**src/hw/rtl/iatan_pkg.sv**
```systemverilog
// Package for the integer atan2 binary angle unit.
// Holds index width constants and the arctangent table; no dependencies.
package iatan_pkg;

    localparam int INDEX_FRACTION_BITS_DEF = 8;
    localparam int COORD_W = 32;
    localparam int ANGLE_W = 11;

    // Binary angle units per radian, 512/pi
    localparam real BAM_PER_RADIAN = 512.0 / 3.14159265358979323846;

    // Arctangent in binary units for an index of f fraction bits; elaboration only.
    function automatic logic [7:0] atan_lookup(input int idx, input int f);
        real a;
        real v;
        a = $atan(real'(idx) * (2.0 ** (-f)));
        v = a * BAM_PER_RADIAN + 0.5;
        if (v > 255.0) begin
            v = 255.0;
        end
        atan_lookup = 8'($rtoi(v));
    endfunction

endpackage

```
**src/hw/rtl/iatan_div_stage.sv**
```systemverilog
// One restoring division step: one quotient bit per stage, registered.
// Depends on nothing but its parameters.
module iatan_div_stage #(
    parameter int NW = 32,
    parameter int DW = 32
) (
    input  logic          i_clk,
    input  logic [NW-1:0] i_num,
    input  logic [DW:0]   i_rem,
    input  logic [DW-1:0] i_den,
    output logic [NW-1:0] o_num,
    output logic [DW:0]   o_rem
);
    logic [DW+1:0] sh;
    logic [DW+1:0] df;
    always_comb begin
        sh = {i_rem, i_num[NW-1]};
        df = sh - {2'b0, i_den};
    end
    // Shift numerator, keep quotient bit in its low end
    always_ff @(posedge i_clk) begin
        if (!df[DW+1]) begin
            o_rem <= df[DW:0];
        end else begin
            o_rem <= sh[DW:0];
        end
        o_num <= {i_num[NW-2:0], ~df[DW+1]};
    end
endmodule

```
**src/hw/rtl/integer_atan2_binary_angle_unit.sv**
```systemverilog
// Top level of the integer atan2 binary angle unit.
// Uses iatan_pkg and iatan_div_stage.
//
// Usage: drive i_y_coord and i_x_coord with i_start high. busy is always low,
// so one item is taken every cycle. Each item runs through a fixed pipeline:
// one fold stage, 32 restoring divider stages (one quotient bit each, for
// the 32-bit quotient of smaller*2^32/larger), one rounding stage, one table
// stage and one output stage. The fold stage loads at the accepting edge, and
// o_valid goes high in the same cycle that the output stage holds the result.
// The sustained rate is one item per cycle, since every stage takes a new item
// each cycle.
// The result is shown on o_angle for one cycle with o_valid high; the
// receiver cannot stall, so nothing is held. Reset clears all valid bits;
// items in flight are dropped. The table is constant logic, no fill.
// The short-ratio rounding (s*2^F + l/2)/l is derived from the same
// quotient: with q = floor(s*2^32/l), that index equals the rounded
// value of q at bit 31-F, the same as the long case.
module integer_atan2_binary_angle_unit #(
    parameter int INDEX_FRACTION_BITS = iatan_pkg::INDEX_FRACTION_BITS_DEF
) (
    input  logic                                 i_clk,
    input  logic                                 i_rst_n,
    input  logic                                 i_start,
    input  logic signed [iatan_pkg::COORD_W-1:0] i_y_coord,
    input  logic signed [iatan_pkg::COORD_W-1:0] i_x_coord,
    output logic                                 o_busy,
    output logic                                 o_valid,
    output logic signed [iatan_pkg::ANGLE_W-1:0] o_angle
);
    import iatan_pkg::*;

    localparam int F = INDEX_FRACTION_BITS;
    localparam int DEPTH = (1 << F) + 1;
    localparam int IW = F + 1;
    localparam int NS = 32;
    localparam int LAT = NS + 4;

    typedef struct packed {
        logic                      eq;
        logic                      sub;
        logic signed [ANGLE_W-1:0] base;
    } t_side;

    assign o_busy = 1'b0;

    // Stage 0: fold into first octant
    logic [31:0] ymag, xmag;
    t_side n_side;
    logic [31:0] n_small, n_large;
    always_comb begin
        ymag = i_y_coord[31] ? 32'(-i_y_coord) : i_y_coord;
        xmag = i_x_coord[31] ? 32'(-i_x_coord) : i_x_coord;
        n_side.sub = i_x_coord[31];
        n_side.base = i_x_coord[31] ? 11'sd512 : 11'sd0;
        if (i_y_coord[31]) begin
            n_side.sub = ~n_side.sub;
            n_side.base = -n_side.base;
        end
        if (xmag < ymag) begin
            n_small = xmag;
            n_large = ymag;
            n_side.base = n_side.sub ? n_side.base - 11'sd256 : n_side.base + 11'sd256;
            n_side.sub = ~n_side.sub;
        end else begin
            n_small = ymag;
            n_large = xmag;
        end
        n_side.eq = (n_small == n_large);
    end

    logic [31:0] r_num [NS+1];
    logic [32:0] r_rem [NS+1];
    logic [31:0] r_den [NS+1];
    t_side       r_side [LAT];
    logic [LAT-1:0] r_vld;

    // Smaller starts as the remainder; while it is below larger,
    // 32 steps over zero bits give floor(smaller*2^32/larger)
    always_ff @(posedge i_clk) begin
        r_num[0] <= '0;
        r_rem[0] <= {1'b0, n_small};
        r_den[0] <= n_large;
        r_side[0] <= n_side;
    end

    // Divider chain; divisor and side info ride along
    for (genvar g = 0; g < NS; g++) begin : g_div
        iatan_div_stage #(.NW(32), .DW(32)) u_stage (
            .i_clk(i_clk), .i_num(r_num[g]), .i_rem(r_rem[g]), .i_den(r_den[g]),
            .o_num(r_num[g+1]), .o_rem(r_rem[g+1])
        );
        always_ff @(posedge i_clk) begin
            r_den[g+1] <= r_den[g];
            r_side[g+1] <= r_side[g];
        end
    end

    // Rounding stage: quotient fills the numerator register
    logic [31:0] q;
    logic [32:0] n_idx;
    logic [IW-1:0] r_idx;
    always_comb begin
        q = r_num[NS];
        n_idx = 33'(q >> (32 - F)) + 33'(q[31-F]);
    end
    always_ff @(posedge i_clk) begin
        r_idx <= (n_idx >= 33'(DEPTH)) ? IW'(DEPTH - 1) : n_idx[IW-1:0];
        r_side[NS+1] <= r_side[NS];
    end

    // Arctangent table, one constant entry per index
    logic [7:0] rom_table [DEPTH];
    for (genvar t = 0; t < DEPTH; t++) begin : g_rom
        localparam logic [7:0] ENTRY = atan_lookup(t, F);
        assign rom_table[t] = ENTRY;
    end

    // Table stage
    logic [7:0] r_atv;
    always_ff @(posedge i_clk) begin
        r_atv <= r_side[NS+1].eq ? 8'h80 : rom_table[r_idx];
        r_side[NS+2] <= r_side[NS+1];
    end

    // Combine stage
    logic signed [ANGLE_W-1:0] r_angle;
    always_ff @(posedge i_clk) begin
        r_angle <= r_side[NS+2].sub ? r_side[NS+2].base - $signed({3'b0, r_atv})
                                    : r_side[NS+2].base + $signed({3'b0, r_atv});
        r_side[NS+3] <= r_side[NS+2];
    end

    // Valid shift line
    always_ff @(posedge i_clk) begin
        if (!i_rst_n) begin
            r_vld <= '0;
        end else begin
            r_vld <= {r_vld[LAT-2:0], i_start};
        end
    end

    assign o_valid = r_vld[LAT-1];
    assign o_angle = r_angle;

    // Equal magnitudes always land on a diagonal multiple of 128
    a_eq_diag: assert property (@(posedge i_clk) disable iff (!i_rst_n)
        o_valid && r_side[NS+3].eq |-> r_angle[6:0] == 7'd0)
        else $error("diagonal angle not multiple of 128");
    a_lat: assert property (@(posedge i_clk) disable iff (!i_rst_n)
        i_start |-> ##(LAT) o_valid)
        else $error("result missing after pipeline latency");
    a_range: assert property (@(posedge i_clk) disable iff (!i_rst_n)
        o_valid |-> (o_angle <= 11'sd512) && (o_angle >= -11'sd512))
        else $error("angle out of range");
endmodule
```
**config.mk**
```make
export PLATFORM = sky130hd
export DESIGN_NAME = integer_atan2_binary_angle_unit
export DESIGN_NICKNAME = d
export VERILOG_FILES = /design/src/hw/rtl/iatan_pkg.sv /design/src/hw/rtl/iatan_div_stage.sv /design/src/hw/rtl/integer_atan2_binary_angle_unit.sv
export SDC_FILE = /design/constraint.sdc
export NUM_CORES = 2
export LEC_CHECK = 0
export BUFFER_PORTS_ARGS = -buffer_cell sky130_fd_sc_hd__buf_4
export CAP_MARGIN = 20
export CORE_MARGIN = 2
export CORE_UTILIZATION = 53
export DETAILED_ROUTE_END_ITERATION = 8
export PLACE_DENSITY = 0.69
export SLEW_MARGIN = 30
export SYNTH_ARGS = -nofsm -noshare
export SYNTH_HDL_FRONTEND = slang
export SYNTH_SLANG_ARGS = --single-unit
```
**constraint.sdc**
```tcl
create_clock -name i_clk -period 10.6 [get_ports i_clk]
set_input_delay 2.12 -clock i_clk [delete_from_list [all_inputs] [get_ports i_clk]]
set_output_delay 2.12 -clock i_clk [all_outputs]
set_load 0.01 [all_outputs]
```
== After elaboration in Yosys (flattened, before gate mapping) ==
Memories as Yosys holds them, arrays and structs flattened. A register that Yosys moved wholly into a read port is not among the register bits.
Cells that the tools add are included.

* Bits of input ports: 67
* Register bits: 1639
* Memory bits (writable): 1524
* Bits in read-only memories: 4096
* Output and inout bits: 13
* Logic and storage cells: 219
* Memories kept: 3

* Add/sub/neg operators: 40
* Equal/unequal tests: 1
* Bitwise gates (word level): 35
* Multiplexer cells: 40
* Magnitude comparators: 2

{| class="wikitable"
|+ Memories
! name !! words !! width !! read ports !! clocked after Yosys merged registers in !! wr ports !! RTL line !! text
|-
| (no name shown) || 512 || 8 || 1 || 1 || 0 || integer_atan2_binary_angle_unit.sv:121 || <nowiki>r_atv <= r_side[NS+1].eq ? 8'h80 : rom_table[r_idx];</nowiki>
|-
| r_den || 33 || 32 || 32 || 0 || 33 || integer_atan2_binary_angle_unit.sv:73 || <nowiki>logic [31:0] r_den [NS+1];</nowiki>
|-
| r_side || 36 || 13 || 35 || 0 || 36 || integer_atan2_binary_angle_unit.sv:74 || <nowiki>t_side r_side [LAT];</nowiki>
|}

{| class="wikitable"
|+ Operators with widths
! cell !! number
|-
| 34-bit by 32-bit subtractor with 34-bit output || 31
|-
| 33-bit 2-to-1 mux || 31
|-
| 32-bit 2-to-1 mux || 4
|-
| 32-bit negation || 2
|-
| 1-bit inverter || 34
|-
| 33-bit by 32-bit subtractor with 34-bit output || 1
|-
| 33-bit by 9-bit >= comparator with 1-bit output (second input constant) || 1
|-
| 32-bit equality test || 1
|-
| 32-bit less-than comparator || 1
|-
| 12-bit 2-to-1 mux || 2
|-
| 11-bit 2-to-1 mux || 2
|-
| 11-bit by 10-bit adder with 11-bit output (second input constant) || 1
|-
| 11-bit by 9-bit adder with 11-bit output || 1
|-
| 10-bit negation with 11-bit output || 1
|-
| 11-bit by 10-bit subtractor with 11-bit output (second input constant) || 1
|-
| 11-bit by 9-bit subtractor with 11-bit output || 1
|-
| 10-bit 2-to-1 mux || 1
|-
| 9-bit inverter with 10-bit output || 1
|-
| 8-bit by 1-bit adder with 9-bit output || 1
|}

== Logic depth before layout (Yosys ltp) ==
* Depth in word-level cells: 6
* Depth in mapped cells: 20
* Mapped depth without buffers: 18

== By module ==
A second synthesis with hierarchy kept.

* Cells, all modules: 14467
* Area total of the unflattened synthesis: 144317.2 µm²

{| class="wikitable"
|+ Modules (own cells, without submodules)
! module !! instances !! sequential area each (µm²) !! cells an instance !! area each (µm²)
|-
| iatan_div_stage (g_div[0].u_stage ...) || 14 || 1301.2 || 371 || 3514.6
|-
| iatan_div_stage (g_div[27].u_stage ...) || 13 || 1301.2 || 404 || 3582.2
|-
| integer_atan2_binary_angle_unit || 1 || 25904.8 || 2056 || 31183.7
|-
| iatan_div_stage (g_div[11].u_stage ...) || 5 || 1301.2 || 393 || 3472.1
|}

== Worst setup path after synthesis ==
No wires, ideal clock.

* Path type: input port to flip-flop
* Start point: in i_y_coord[12] (netlist name)
* End point: mem r_side[0][10] (netlist name)
* Data required time: 10477 ps
* Buffers on the path: 1
* Setup time: 123 ps
* Setup slack: 4080 ps
* Data arrival time: 6397 ps
* Stages on the path: 17
* Path through: or4_1 > or3_1 > or4_4 > or3_1 > nand2b_1 > o31ai_1 > xor2_1 > ha_1 > a21o_1 > a21o_1 > a21oi_1 > nor2_1 > a2111oi_0 > o21ai_1 > a21oi_4 > buf_6 > mux2_1

{| class="wikitable"
|+ RTL lines
! what !! RTL line !! text
|-
| start, declared || integer_atan2_binary_angle_unit.sv:24 || <nowiki>input logic signed [iatan_pkg::COORD_W-1:0] i_y_coord,</nowiki>
|-
| end, declared || integer_atan2_binary_angle_unit.sv:74 ||
|}

==> flow_metrics.env <==
export IMPL_drc=0
export IMPL_gr_total_overflow=0
export IMPL_synth_async_reset_ratio_pct=0
export IMPL_ys_top_cells_by_count="dfxtp_1, inv_1, ha_1, a21oi_1, o21ai_0"
export IMPL_drtIter0Drc=1514
export IMPL_routed_via_density=5.15
export IMPL_antenna_found_initial=0
export IMPL_synth_area_sq_um=43400
export IMPL_hold_violations=0
export IMPL_dr_pass1_iters=5
export IMPL_ff2ff_path_depth=14
export IMPL_fin_nets=4782
export IMPL_cp_max_fo=16
export IMPL_synth_top_cell_area_share_pct=49.5
export IMPL_cts_sinks=1074
export IMPL_io_pin_count=80
export IMPL_syn2layout_area_growth_pct=12.5
export IMPL_fp_coreArea_sq_um=80800
export IMPL_ys_ff_latch=1074
export IMPL_syn_inst=4270
export IMPL_syn_nets=4675
export IMPL_finalCritPeriodShare_pct=69.5
export IMPL_slew_viol_final=0
export IMPL_ant_nets=0
export IMPL_tightest_slew_ps=768
export IMPL_maxSlewHeadroom_pct=48.6
export IMPL_wl_per_cell_microns=13.4
export IMPL_seq_area_frac_synth_pct=49.5
export IMPL_clk_latency_ps=670
export IMPL_fin_skew_ps=40.7
export IMPL_power_density_nw_per_um2=377
export IMPL_clock_path_buffers=3
export IMPL_clk_pin_slew_ps=60
export IMPL_routed_wl_microns=73800
export IMPL_grt_max_degree=64
export IMPL_start_util_pct=53.7
export IMPL_setup_tns_ps=0
export IMPL_rsz0062_at_grt="false"
export IMPL_cts_resized=0
export IMPL_fmax_ghz=0.136
export IMPL_yosysTopAreaCell="dfxtp_1"
export IMPL_cap_violations=0
export IMPL_synth_edf_count=0
export IMPL_die_height_microns=290
export IMPL_synth_cell_types=86
export IMPL_crit_required_ps=11160
export IMPL_status="completed"
export IMPL_grt_pass1_wl_microns=127000
export IMPL_leakage_nw=22.2
export IMPL_chipWidth_microns=290
export IMPL_synth_main_ff_cell="dfxtp_1"
export IMPL_min_period_ps=7370
export IMPL_row_count=104
export IMPL_portBuffers=78
export IMPL_end_kind="flop"
export IMPL_ctsHoldBuffers=0
export IMPL_dr_total_vias=28430
export IMPL_grt_usage_pct=17.5
export IMPL_root_buffer="clkbuf_16"
export IMPL_hpwl_microns=54600
export IMPL_peakVddDrop_v=0.000202
export IMPL_setup_viol=0
export IMPL_numCtsBuffers=102
export IMPL_hold_path_class="reg2reg"
export IMPL_layout_drive_gt1_share_pct=10.6
export IMPL_grt_pass1_vias=27550
export IMPL_gp_congestion=0.883
export IMPL_cts_setup_buffers=0
export IMPL_synth_most_common_cell="dfxtp_1"
export IMPL_cp_start_kind="input port"
export IMPL_fp_dieArea_sq_um=84200
export IMPL_diodes=0
export IMPL_yosys_warnings=0
export IMPL_arrival_ps=7920
export IMPL_h_tree_depth=3
export IMPL_rrSetupSlack_ps=6100
export IMPL_fin_util_pct=60.5
export IMPL_cts_tree="done"
export IMPL_worstSetupPathType="in2reg"
export IMPL_min_path_cells=0
export IMPL_synth_area_per_cell_sq_um=10.2
export IMPL_synthTopCellsByArea="dfxtp_1, ha_1, mux2_2, inv_1, xnor2_1"
routing by layer:
metal	track usage [%]	vias to the layer above	wire length, microns
li1	-	15009	-
met1	22.7	12809	35500
met2	29.9	477	33600
met3	2.34	135	2610
met4	6.42	0	2060
met5	0	-	0
flip-flops by register name, indices dropped and copies added, names as in the netlist:
signal / count
r_den: 288
g_div.u_stage.o_rem: 264
g_div.u_stage.o_num: 252
r_side: 174
r_vld: 36
r_rem: 32
o_angle: 11
r_idx: 9
r_atv: 8
layout make-up:
type | instances | area [sq um]
fillers | 6683 | 32000
flip-flops and latches | 1074 | 21500
repair buffers | 93 | 758
well taps | 1060 | 1330
inverters | 410 | 1540
multi-input cells | 2696 | 20100
clock buffers | 150 | 3010
clock inverters | 40 | 658
logic make-up after synthesis:
| logic type | count (synthesis) | synth area share, % |
|---|---|---|
| fa+ha+maj | 340 | 9.93 |
| mux | 246 | 6.17 |
| compound gates | 989 | 14.6 |
| flops | 1074 | 49.5 |
| other cells | 1 | 0.00864 |
| xor+xnor | 288 | 5.86 |
| buf+inv | 500 | 4.46 |
| simple gates | 832 | 9.44 |
placed cells by master, fill, tap and decap left out, types with 88 or more instances in the layout:
cell / synthesis / routed
a21oi_1: 257 / 257
inv_1: 406 / 406
nor2_1: 188 / 188
buf_4: 5 / 88
mux2_2: 162 / 162
clkbuf_16: 0 / 102
nand2_1: 233 / 233
o21ai_0: 235 / 235
a21o_1: 118 / 118
xor2_1: 126 / 123
xnor2_1: 160 / 159
dfxtp_1: 1074 / 1074
ha_1: 330 / 330
through the flow:
step | cell area, sq um | setup WS [ps] | cells | power (mW) | hold slack, ps
floorplan | 43400 | 4080 | 4270 | 13.0 | 310
global placement | 45100 | 2200 | 5330 | 14.5 | 310
detailed placement | 45200 | 2420 | 5333 | 14.6 | 312
CTS | 48800 | 3150 | 5523 | 18.5 | 311
global route | 48800 | 2800 | 5523 | 19.9 | 309
finish | 48800 | 3230 | 5523 | 18.4 | 311
where the power goes:
part	leakage, nW	switching, mW	internal, mW
Sequential	9.03	0.696	5.64
Clock	1.78	1.50	2.26
Combinational	11.4	4.37	3.94
Total	22.2	6.56	11.8
worst paths after layout:
check                               end                 startpoint
max                       r_side[0][10]               i_x_coord[4]
min           g_div[7].u_stage.o_num[1]  g_div[6].u_stage.o_num[0]
max reg2reg  g_div[2].u_stage.o_rem[19]               r_den[0][65]
min reg2reg   g_div[7].u_stage.o_num[1]  g_div[6].u_stage.o_num[0]
worst max-delay path: stages:
cell and delay, ps:
buf_4 120, nor4_1 350, nand2_1 200, or3_1 490, or4_1 590, or3_1 440, o21ai_0 210, xor2_1 270
inv_1 80, ha_1 320, a21o_1 160, a21o_1 160, a21oi_1 150, nor2_1 50, a2111oi_0 660, o21ai_1 220
a21oi_4 570, buf_16 240, buf_12 170, mux2_1 330
(Power assumes the default switching activity.)
